===== config.mk =====
export PLATFORM = sky130hd
export DESIGN_NAME = cpu_register_alu_execute
export DESIGN_NICKNAME = d
export VERILOG_FILES = /design/src/rtl/cra_pkg.sv /design/src/rtl/cra_decode.sv /design/src/rtl/cra_fifo.sv /design/src/rtl/cra_exec.sv /design/src/rtl/cpu_register_alu_execute.sv
export SDC_FILE = /design/constraint.sdc
export NUM_CORES = 1
export LEC_CHECK = 0
export BUFFER_PORTS_ARGS = -buffer_cell sky130_fd_sc_hd__buf_2
export CAP_MARGIN = 15
export CORE_ASPECT_RATIO = 0.5
export CORE_UTILIZATION = 60
export CTS_BUF_LIST = sky130_fd_sc_hd__clkbuf_16
export DETAILED_ROUTE_END_ITERATION = 6
export PLACE_DENSITY = 0.79
export SYNTH_ARGS = -nofsm -noshare
export SYNTH_HDL_FRONTEND = slang
export SYNTH_SLANG_ARGS = --single-unit

===== constraint.sdc =====
create_clock -name i_clk -period 7.9 [get_ports i_clk]
set_input_delay 0.79 -clock i_clk [delete_from_list [all_inputs] [get_ports i_clk]]
set_output_delay 0.79 -clock i_clk [all_outputs]
set_load 0.05 [all_outputs]

===== src/rtl/cra_pkg.sv =====
package cra_pkg;

    localparam int QUEUE_DEPTH = 4;

    localparam logic [2:0] IDX_H = 3'd4;
    localparam logic [2:0] IDX_L = 3'd5;
    localparam logic [2:0] IDX_M = 3'd6;
    localparam logic [2:0] IDX_A = 3'd7;

    localparam logic [2:0] SRC_INC = 3'b100;
    localparam logic [2:0] SRC_DEC = 3'b101;

    localparam logic [7:0] OP_HALT = 8'h76;

    localparam logic [2:0] K_LD   = 3'd0;
    localparam logic [2:0] K_ALU  = 3'd1;
    localparam logic [2:0] K_INC  = 3'd2;
    localparam logic [2:0] K_DEC  = 3'd3;
    localparam logic [2:0] K_NONE = 3'd4;

    localparam logic [2:0] ALU_ADD = 3'd0;
    localparam logic [2:0] ALU_ADC = 3'd1;
    localparam logic [2:0] ALU_SUB = 3'd2;
    localparam logic [2:0] ALU_SBC = 3'd3;
    localparam logic [2:0] ALU_AND = 3'd4;
    localparam logic [2:0] ALU_XOR = 3'd5;
    localparam logic [2:0] ALU_OR  = 3'd6;
    localparam logic [2:0] ALU_CP  = 3'd7;

    localparam int FLAG_Z = 3;
    localparam int FLAG_N = 2;
    localparam int FLAG_H = 1;
    localparam int FLAG_C = 0;

    typedef struct packed {
        logic [7:0] opcode;
        logic [7:0] mem_data;
    } t_in;

    typedef struct packed {
        logic [15:0] hl_address;
        logic        mem_write;
        logic [7:0]  mem_write_data;
        logic [7:0]  accumulator;
        logic [3:0]  flags_out;
        logic        unsupported;
    } t_out;

    typedef struct packed {
        logic [2:0] kind;
        logic [2:0] dst;
        logic [2:0] src;
        logic [7:0] mem_data;
    } t_uop;

endpackage


===== src/rtl/cra_decode.sv =====
module cra_decode (
    input  cra_pkg::t_in  i_beat,
    output cra_pkg::t_uop o_uop
);

    logic [7:0] op;

    assign op = i_beat.opcode;

    always_comb begin
        o_uop.dst      = op[5:3];
        o_uop.src      = op[2:0];
        o_uop.mem_data = i_beat.mem_data;
        unique case (op[7:6])
            2'b01: begin
                o_uop.kind = (op == cra_pkg::OP_HALT) ? cra_pkg::K_NONE : cra_pkg::K_LD;
            end
            2'b10: begin
                o_uop.kind = cra_pkg::K_ALU;
            end
            2'b00: begin
                if (op[2:0] == cra_pkg::SRC_INC) begin
                    o_uop.kind = cra_pkg::K_INC;
                end else if (op[2:0] == cra_pkg::SRC_DEC) begin
                    o_uop.kind = cra_pkg::K_DEC;
                end else begin
                    o_uop.kind = cra_pkg::K_NONE;
                end
            end
            default: begin
                o_uop.kind = cra_pkg::K_NONE;
            end
        endcase
    end

endmodule


===== src/rtl/cra_fifo.sv =====
module cra_fifo #(
    parameter int DEPTH = cra_pkg::QUEUE_DEPTH
) (
    input  logic          i_clk,
    input  logic          i_rst_n,
    input  logic          i_push,
    input  cra_pkg::t_uop i_uop,
    output logic          o_full,
    input  logic          i_pop,
    output logic          o_valid,
    output cra_pkg::t_uop o_uop
);

    localparam int PW = (DEPTH > 1) ? $clog2(DEPTH) : 1;
    localparam int CW = $clog2(DEPTH + 1);
    localparam logic [PW-1:0] LAST = PW'(DEPTH - 1);
    localparam logic [CW-1:0] FULL = CW'(DEPTH);

    cra_pkg::t_uop r_mem [0:DEPTH-1];
    logic [PW-1:0] r_wr_ptr, r_rd_ptr;
    logic [CW-1:0] r_count;
    logic          do_push, do_pop;

    assign o_full  = (r_count == FULL);
    assign o_valid = (r_count != '0);
    assign o_uop   = r_mem[r_rd_ptr];
    assign do_push = i_push && !o_full;
    assign do_pop  = i_pop && o_valid;

    always_ff @(posedge i_clk) begin
        if (do_push) begin
            r_mem[r_wr_ptr] <= i_uop;
        end
    end

    always_ff @(posedge i_clk) begin
        if (!i_rst_n) begin
            r_wr_ptr <= '0;
            r_rd_ptr <= '0;
            r_count  <= '0;
        end else begin
            if (do_push) begin
                r_wr_ptr <= (r_wr_ptr == LAST) ? '0 : r_wr_ptr + PW'(1);
            end
            if (do_pop) begin
                r_rd_ptr <= (r_rd_ptr == LAST) ? '0 : r_rd_ptr + PW'(1);
            end
            if (do_push && !do_pop) begin
                r_count <= r_count + CW'(1);
            end else if (do_pop && !do_push) begin
                r_count <= r_count - CW'(1);
            end
        end
    end

endmodule


===== src/rtl/cra_exec.sv =====
module cra_exec (
    input  logic          i_clk,
    input  logic          i_rst_n,
    input  logic          i_uop_valid,
    input  cra_pkg::t_uop i_uop,
    output logic          o_pop,
    output logic          o_valid,
    input  logic          i_ready,
    output cra_pkg::t_out o_data
);

    logic [7:0]    r_regs [0:7];
    logic [3:0]    r_flags;
    logic          r_out_valid;
    cra_pkg::t_out r_out;
    cra_pkg::t_out n_out;

    logic [2:0] rd_idx;
    logic [7:0] opnd, a, alu_res, inc_val, dec_val;
    logic       cin, cin_add, cin_sub;
    logic [8:0] sum9, dif9;
    logic [4:0] sum5, dif5;
    logic       wr_reg, wr_flags, mem_wr, unsup;
    logic [2:0] wr_idx;
    logic [7:0] wr_val, mem_wdata;
    logic [3:0] new_flags;

    assign a       = r_regs[cra_pkg::IDX_A];
    assign cin     = r_flags[cra_pkg::FLAG_C];
    assign rd_idx  = (i_uop.kind == cra_pkg::K_INC || i_uop.kind == cra_pkg::K_DEC)
                     ? i_uop.dst : i_uop.src;
    assign opnd    = (rd_idx == cra_pkg::IDX_M) ? i_uop.mem_data : r_regs[rd_idx];
    assign cin_add = (i_uop.dst == cra_pkg::ALU_ADC) && cin;
    assign cin_sub = (i_uop.dst == cra_pkg::ALU_SBC) && cin;
    assign sum9    = {1'b0, a} + {1'b0, opnd} + {8'd0, cin_add};
    assign sum5    = {1'b0, a[3:0]} + {1'b0, opnd[3:0]} + {4'd0, cin_add};
    assign dif9    = {1'b0, a} - {1'b0, opnd} - {8'd0, cin_sub};
    assign dif5    = {1'b0, a[3:0]} - {1'b0, opnd[3:0]} - {4'd0, cin_sub};
    assign inc_val = opnd + 8'd1;
    assign dec_val = opnd - 8'd1;

    always_comb begin
        wr_reg    = 1'b0;
        wr_idx    = i_uop.dst;
        wr_val    = opnd;
        wr_flags  = 1'b0;
        new_flags = r_flags;
        mem_wr    = 1'b0;
        mem_wdata = opnd;
        unsup     = 1'b0;
        alu_res   = sum9[7:0];
        unique case (i_uop.kind)
            cra_pkg::K_LD: begin
                mem_wr = (i_uop.dst == cra_pkg::IDX_M);
                wr_reg = !mem_wr;
            end
            cra_pkg::K_ALU: begin
                wr_flags = 1'b1;
                wr_idx   = cra_pkg::IDX_A;
                wr_reg   = (i_uop.dst != cra_pkg::ALU_CP);
                case (i_uop.dst) inside
                    cra_pkg::ALU_ADD, cra_pkg::ALU_ADC: begin
                        alu_res   = sum9[7:0];
                        new_flags = {sum9[7:0] == 8'd0, 1'b0, sum5[4], sum9[8]};
                    end
                    cra_pkg::ALU_SUB, cra_pkg::ALU_SBC, cra_pkg::ALU_CP: begin
                        alu_res   = dif9[7:0];
                        new_flags = {dif9[7:0] == 8'd0, 1'b1, dif5[4], dif9[8]};
                    end
                    cra_pkg::ALU_AND: begin
                        alu_res   = a & opnd;
                        new_flags = {(a & opnd) == 8'd0, 1'b0, 1'b1, 1'b0};
                    end
                    cra_pkg::ALU_XOR: begin
                        alu_res   = a ^ opnd;
                        new_flags = {(a ^ opnd) == 8'd0, 3'b000};
                    end
                    default: begin
                        alu_res   = a | opnd;
                        new_flags = {(a | opnd) == 8'd0, 3'b000};
                    end
                endcase
                wr_val = alu_res;
            end
            cra_pkg::K_INC: begin
                wr_flags  = 1'b1;
                wr_val    = inc_val;
                mem_wr    = (i_uop.dst == cra_pkg::IDX_M);
                wr_reg    = !mem_wr;
                mem_wdata = inc_val;
                new_flags = {inc_val == 8'd0, 1'b0, opnd[3:0] == 4'hf, cin};
            end
            cra_pkg::K_DEC: begin
                wr_flags  = 1'b1;
                wr_val    = dec_val;
                mem_wr    = (i_uop.dst == cra_pkg::IDX_M);
                wr_reg    = !mem_wr;
                mem_wdata = dec_val;
                new_flags = {dec_val == 8'd0, 1'b1, opnd[3:0] == 4'h0, cin};
            end
            default: begin
                unsup = 1'b1;
            end
        endcase
    end

    always_comb begin
        n_out.hl_address     = {r_regs[cra_pkg::IDX_H], r_regs[cra_pkg::IDX_L]};
        n_out.mem_write      = mem_wr;
        n_out.mem_write_data = mem_wr ? mem_wdata : 8'd0;
        n_out.accumulator    = (wr_reg && wr_idx == cra_pkg::IDX_A) ? wr_val : a;
        n_out.flags_out      = wr_flags ? new_flags : r_flags;
        n_out.unsupported    = unsup;
    end

    assign o_pop   = i_uop_valid && (!r_out_valid || i_ready);
    assign o_valid = r_out_valid;
    assign o_data  = r_out;

    always_ff @(posedge i_clk) begin
        if (!i_rst_n) begin
            for (int i = 0; i < 8; i++) begin
                r_regs[i] <= 8'd0;
            end
            r_flags     <= 4'd0;
            r_out_valid <= 1'b0;
        end else begin
            if (o_pop) begin
                if (wr_reg) begin
                    r_regs[wr_idx] <= wr_val;
                end
                if (wr_flags) begin
                    r_flags <= new_flags;
                end
                r_out_valid <= 1'b1;
            end else if (i_ready) begin
                r_out_valid <= 1'b0;
            end
        end
    end

    always_ff @(posedge i_clk) begin
        if (o_pop) begin
            r_out <= n_out;
        end
    end

endmodule


===== src/rtl/cpu_register_alu_execute.sv =====
// path: each input beat is decoded, written into the queue, then executed into the output register
// throughput: one opcode per cycle while the queue is not full; register file and flags update in the back end
// a queue of QUEUE_DEPTH entries lets front and back stall independently
// reset (synchronous, active low) clears registers, flags, queue and output valid
module cpu_register_alu_execute #(
    parameter int QUEUE_DEPTH = cra_pkg::QUEUE_DEPTH
) (
    input  logic          i_clk,
    input  logic          i_rst_n,
    input  logic          i_valid,
    output logic          o_ready,
    input  cra_pkg::t_in  i_data,
    output logic          o_valid,
    input  logic          i_ready,
    output cra_pkg::t_out o_data
);

    cra_pkg::t_uop dec_uop, q_uop;
    logic          q_full, q_valid, q_pop;

    assign o_ready = !q_full;

    cra_decode u_decode (
        .i_beat (i_data),
        .o_uop  (dec_uop)
    );

    cra_fifo #(
        .DEPTH (QUEUE_DEPTH)
    ) u_fifo (
        .i_clk   (i_clk),
        .i_rst_n (i_rst_n),
        .i_push  (i_valid),
        .i_uop   (dec_uop),
        .o_full  (q_full),
        .i_pop   (q_pop),
        .o_valid (q_valid),
        .o_uop   (q_uop)
    );

    cra_exec u_exec (
        .i_clk       (i_clk),
        .i_rst_n     (i_rst_n),
        .i_uop_valid (q_valid),
        .i_uop       (q_uop),
        .o_pop       (q_pop),
        .o_valid     (o_valid),
        .i_ready     (i_ready),
        .o_data      (o_data)
    );

endmodule


==> flow_metrics.env, run 1 <==
export IMPL_outcome="complete, no violations"
export IMPL_synth_edf_count=162
export IMPL_grt_max_degree=44
export IMPL_rr_endpoint="u_exec.r_regs[5][5]"
export IMPL_seq_area_frac_synth_pct=52.5
export IMPL_cts_root_buf="clkbuf_16"
export IMPL_synth_seq_cells=176
export IMPL_required_ns=8.06
export IMPL_htree_levels=4
export IMPL_synthTopCellsByArea="edfxtp_1 50%, ha_1 5.2%, mux2i_1 4.9%"
export IMPL_clockBufferDepth=2
export IMPL_r2r_setup_slack_ns=1.02
export IMPL_rsz0062_at_grt="no"
export IMPL_drtPass1Iterations=6
export IMPL_die_y_um=92.4
export IMPL_syn_to_final_growth_pct=10.9
export IMPL_cts_reportedPaths_clkPinSlew_ns=0.07
export IMPL_worst_setup_path_type="reg -> reg"
export IMPL_tritoncts="done"
export IMPL_period_share_pct=87.0
export IMPL_grt_pass1_wl_um=40000
export IMPL_synthXorXnorAreaFrac_pct=2.41
export IMPL_hp_start="u_exec.r_flags[2]"
export IMPL_cts_hold_buf=0
export IMPL_tightest_slew_ns=1.17
export IMPL_clock_latency_ns=0.44
export IMPL_worst_setup_path_start_kind="flip-flop"
export IMPL_final_util_pct=69.2
export IMPL_ys_types=79
export IMPL_synth_area_mm2=0.00980
export IMPL_worstSetupEndpoint="u_exec.r_regs[5][5]"
export IMPL_cts_sinks=176
export IMPL_yosys_most_used_dff="edfxtp_1"
export IMPL_ioPinCount=60
export IMPL_gp_congestion=1.01
export IMPL_synthMostInstantiatedCell="edfxtp_1"
export IMPL_ant_nets=0
export IMPL_coreArea_mm2=0.0157
export IMPL_fin_skew_ns=0.00892
export IMPL_die_area_mm2=0.0169
export IMPL_critPathMaxFanout=20
export IMPL_setup_tns_ns=0
export IMPL_grt_ovfl_total=0
export IMPL_yosysWarnings=0
export IMPL_cp_end_kind="flip-flop"
export IMPL_rr_worst_depth=22
export IMPL_viasPerCell=6.53
export IMPL_drt_iter0_markers=864
export IMPL_drt_wirelength_per_cell_um=23.7
export IMPL_cts_setup_buffers=0
export IMPL_yosysTopAreaCellShare_pct=49.6
export IMPL_synth_fp_nets=912
export IMPL_cts_made_buffers=17
export IMPL_hold_violations=0
export IMPL_muxShareOfSynthArea_pct=9.06
export IMPL_antenna_found_initial=0
export IMPL_drc_errors=0
export IMPL_synth_commonest_cells="162 x edfxtp_1, 101 x nor2_1, 71 x nand2_1"
export IMPL_routed_wl_um=26800
export IMPL_yosysTopAreaCell="edfxtp_1"
export IMPL_synth_compound_area_share_pct=12.5
export IMPL_dp_hpwl_um=18900
export IMPL_portBuffers=59
export IMPL_synth_top_family_by_area="simple AND/OR/NAND/NOR gates"
export IMPL_synthSimpleGateAreaFrac_pct=13.0
export IMPL_initial_utilization_pct=62.5
export IMPL_hp_class="reg -> reg"
export IMPL_nFillCells=1145
export IMPL_synth_async_reset_ratio_pct=0
export IMPL_final_net_count=962
export IMPL_setup_viol=0
export IMPL_drive_gt1_share_pct=16.3
export IMPL_period_needed_ns=6.88
export IMPL_fmax_mhz=145
export IMPL_synth_avg_cell_area_um2=11.6
export IMPL_cap_violations=0
export IMPL_slew_violations=0
export IMPL_die_x_um=183
export IMPL_grt_total_usage_pct=32.9
export IMPL_num_vias=7377
export IMPL_arrival_ns=7.04
export IMPL_grt_pass1_vias=6874
export IMPL_syn_inst=846
export IMPL_n_antenna_cell=0
export IMPL_yosys_area_share_adder_pct=6.25
export IMPL_cts_resized=0
export IMPL_relSlewSlack_pct=21.8
export IMPL_row_count=32
==> how the worst min path moves through the flow <==
stage                        endpoint  cells after the start
global route               o_data[36]                      0
finish              u_exec.r_flags[2]                      2
floorplan                  o_data[30]                      0
global placement           o_data[36]                      0
CTS                        o_data[36]                      0
detailed placement         o_data[36]                      0
==> routing by layer <==
| metal | GRT usage (%) | wire, um | vias up |
|---|---|---|---|
| li1 | - | - | 3231 |
| met1 | 46.4 | 11300 | 3532 |
| met2 | 48.5 | 11400 | 520 |
| met3 | 9.83 | 3390 | 94 |
| met4 | 11.3 | 794 | 0 |
| met5 | 0 | 0 | - |
==> per-stage QoR <==
step           worst slack (ns)  std cells  hold WS [ns]  instance area, um2
3_3_place_gp               1.37       1098         0.440               10300
4_1_cts                    1.21       1130         0.460               10900
5_1_grt                   0.559       1130         0.486               10900
3_5_place_dp               1.24       1098         0.444               10300
6_report                   1.02       1130         0.462               10900
2_1_floorplan              2.93        846         0.426                9800
==> sequential cells by signal, indices dropped and copies added (netlist names), 2 cells and up, named ones only <==
signal           flops
o_data              16
u_exec.o_data       22
u_exec.r_flags       4
u_exec.r_regs       56
u_fifo.r_count       3
u_fifo.r_mem        68
u_fifo.r_rd_ptr      2
u_fifo.r_wr_ptr      2
==> worst max-delay path: stages, from the launching register on <==
cell       delay [ns]
dfxtp_1          0.34
buf_4            0.36
mux2i_1          0.25
nand2_1          0.08
o21ai_2          0.23
inv_2            0.25
nand2b_1         0.62
buf_4            0.43
a21o_4           0.30
mux2i_1          0.18
a221oi_4         0.72
inv_1            0.35
ha_1             0.37
o21ai_0          0.11
a31oi_1          0.13
o21ai_0          0.32
nand2_1          0.14
xnor2_1          0.30
o211ai_1         0.16
o21ai_0          0.18
a2bb2oi_1        0.13
o22ai_2          0.48
nor2_1           0.12
==> cell usage in the layout (no fill, tap or decap), types with 13 or more instances in the layout <==
cell type | netlist | final
mux2i_1 | 48 | 48
xnor2_1 | 23 | 23
edfxtp_1 | 162 | 162
clkbuf_16 | 0 | 17
buf_2 | 11 | 59
nand2_1 | 71 | 71
mux4_2 | 15 | 15
nor2b_1 | 14 | 14
inv_1 | 51 | 50
buf_4 | 3 | 13
a211oi_1 | 19 | 19
dfxtp_1 | 14 | 14
ha_1 | 41 | 41
a21oi_1 | 39 | 39
o21ai_0 | 27 | 26
nor2_1 | 101 | 101
==> logic make-up (layout without fill, tap and decap cells) <==
group / Yosys count / in the layout
simple gates: 266 / 266
flops: 176 / 176
compound gates: 168 / 168
buf+inv: 95 / 158
mux: 68 / 68
fa+ha+maj: 46 / 46
xor+xnor: 27 / 27
==> cell type report <==
type | instances | area [um2] | share of cell area (%)
multi-input combinational | 575 | 4240 | 39.1
tap | 221 | 277 | 2.54
clock inverter | 15 | 180 | 1.66
timing repair buffer | 72 | 393 | 3.62
clock buffer | 17 | 425 | 3.91
sequential | 176 | 5140 | 47.3
inverter | 54 | 203 | 1.87
Power of run 1 is not shown: default switching activity piles up to over one toggle a cycle in this logic, so the estimate is an artifact.
==> inputs of run 2 (changes only) <==
--- a/config.mk
+++ b/config.mk
@@ -5,7 +5,7 @@
 export SDC_FILE = /design/constraint.sdc
 export NUM_CORES = 1
 export LEC_CHECK = 0
-export BUFFER_PORTS_ARGS = -buffer_cell sky130_fd_sc_hd__buf_2
+export BUFFER_PORTS_ARGS = -buffer_cell sky130_fd_sc_hd__clkbuf_2
 export CAP_MARGIN = 15
 export CORE_ASPECT_RATIO = 0.5
 export CORE_UTILIZATION = 60
==> run 2 against run 1 <==
- via count shrank 3.1%
- flip-flop and latch count unchanged
- final cell count is 0.18% higher
- utilization is 0.056 points higher
- fmax fell by 0.71%
- design area about the same
- highest routed layer unchanged
- routed wire length fell by 2.9%
- critical endpoint is now u_exec.o_data[12]
- critical path depth down 1
==> flow_metrics.env, run 2 (same netlist as run 1, synthesis figures left out) <==
export IMPL_cp_num_buf_inv=3
export IMPL_place_area_mm2=0.0103
export IMPL_slew_violations=0
export IMPL_antenna_found_initial=0
export IMPL_arrival_ns=7.20
export IMPL_largest_register_ffs=68
export IMPL_final_net_count=964
export IMPL_coreArea_mm2=0.0157
export IMPL_cts_reportedPaths_clkPinSlew_ns=0.08
export IMPL_fin_skew_ns=0.0149
export IMPL_cap_violations=0
export IMPL_cts_sinks=176
export IMPL_drtPass1Iterations=5
export IMPL_drt_wirelength_per_cell_um=23.0
export IMPL_cts_root_buf="clkbuf_16"
export IMPL_grt_ovfl_total=0
export IMPL_tritoncts="done"
export IMPL_htree_levels=4
export IMPL_n_antenna_cell=0
export IMPL_cts_resized=0
export IMPL_setup_ws_ns=0.975
export IMPL_hold_violations=0
export IMPL_relSlewSlack_pct=26.7
export IMPL_grt_total_usage_pct=32.3
export IMPL_die_x_um=183
export IMPL_grt_max_degree=44
export IMPL_tightest_slew_ns=1.10
export IMPL_cp_end_kind="flip-flop"
export IMPL_cp_slowest_cell="mux2i_2"
export IMPL_regMostFlops="u_fifo.r_mem"
export IMPL_grt_pass1_vias=6804
export IMPL_final_cells=1132
export IMPL_syn_to_final_growth_pct=11.0
export IMPL_worst_setup_path_type="reg -> reg"
export IMPL_nFillCells=1137
export IMPL_viasPerCell=6.31
export IMPL_crit_family="compound AO/OA/AOI/OAI gates"
export IMPL_worst_setup_path_start_kind="flip-flop"
export IMPL_drt_iter0_markers=809
export IMPL_setup_viol=0
export IMPL_die_area_mm2=0.0169
export IMPL_crit_path_frequent_cell="o21ai_0"
export IMPL_drc_errors=0
export IMPL_num_vias=7147
export IMPL_pre_cts_ws_ns=1.21
export IMPL_cts_made_buffers=17
export IMPL_cts_setup_buffers=0
export IMPL_drive_gt1_share_pct=16.6
export IMPL_layout_cells_most_common="edfxtp_1"
export IMPL_crit_path_cell_trace="buf_4 -> mux2_2 -> o21ai_2 -> inv_2 -> nand2b_1 -> mux2i_2 -> nor2_1 -> a221oi_1 -> buf_4 -> fa_1 -> ha_1 -> o21ai_0 -> a31oi_1 -> o21ai_0 -> nor4b_1 -> a311oi_1 -> o21ai_0 -> o21ai_0 -> a22oi_1 -> o31ai_4 -> o21ai_1"
export IMPL_gp_congestion=0.949
export IMPL_slowest_delay_ns=0.63
export IMPL_setup_tns_ns=0
export IMPL_design_area_mm2=0.0109
export IMPL_clock_latency_ns=0.44
export IMPL_rsz0062_at_grt="no"
export IMPL_hp_class="reg -> reg"
export IMPL_required_ns=8.17
export IMPL_period_share_pct=87.7
export IMPL_dp_hpwl_um=19000
export IMPL_critPathMaxFanout=21
export IMPL_ioPinCount=60
export IMPL_ant_nets=0
export IMPL_die_y_um=92.4
export IMPL_clockBufferDepth=2
export IMPL_cts_hold_buf=0
export IMPL_row_count=32
export IMPL_outcome="complete, no violations"
export IMPL_routed_wl_um=26000
export IMPL_portBuffers=59
export IMPL_initial_utilization_pct=62.5
export IMPL_period_needed_ns=6.93
export IMPL_place_inst=1100
export IMPL_grt_pass1_wl_um=39600
export IMPL_fmax_mhz=144
export IMPL_final_cell_mix="162 x edfxtp_1, 101 x nor2_1, 71 x nand2_1"
-- run 2: worst paths after layout --
check                           cells past startpoint           endpoint           startpoint  slack [ns]
worst max-delay path                               21  u_exec.o_data[12]            flip-flop        0.97
worst min-delay path                                0         o_data[35]  u_exec.r_regs[4][5]        0.46
worst min register to register                      0         o_data[35]  u_exec.r_regs[4][5]        0.46
worst max register to register                     21  u_exec.o_data[12]            flip-flop        0.97
-- run 2: stage by stage --
step | util (%) | hold WS (ns)
finish | 69.3 | 0.459
global route | 69.3 | 0.468
CTS | 69.3 | 0.456
detailed placement | 65.5 | 0.439
global placement | 65.5 | 0.430
floorplan | - | 0.426
-- run 2: layer usage --
layer,vias to the layer above,GRT usage [%],wire length [um]
met5,-,0,0
met4,0,7.00,302
met3,32,10.6,3080
met2,421,46.9,11100
met1,3445,47.2,11500
li1,3249,-,-
-- run 2: final cells by class --
| type | count | area (um2) | share of cell area, % |
|---|---|---|---|
| clock inverter | 15 | 174 | 1.60 |
| tap | 221 | 277 | 2.54 |
| clock buffer | 17 | 425 | 3.91 |
| multi-input combinational | 575 | 4240 | 39.0 |
| timing repair buffer | 74 | 408 | 3.75 |
| sequential | 176 | 5140 | 47.3 |
| inverter | 54 | 203 | 1.86 |
Power of run 2 is left out for the same reason.
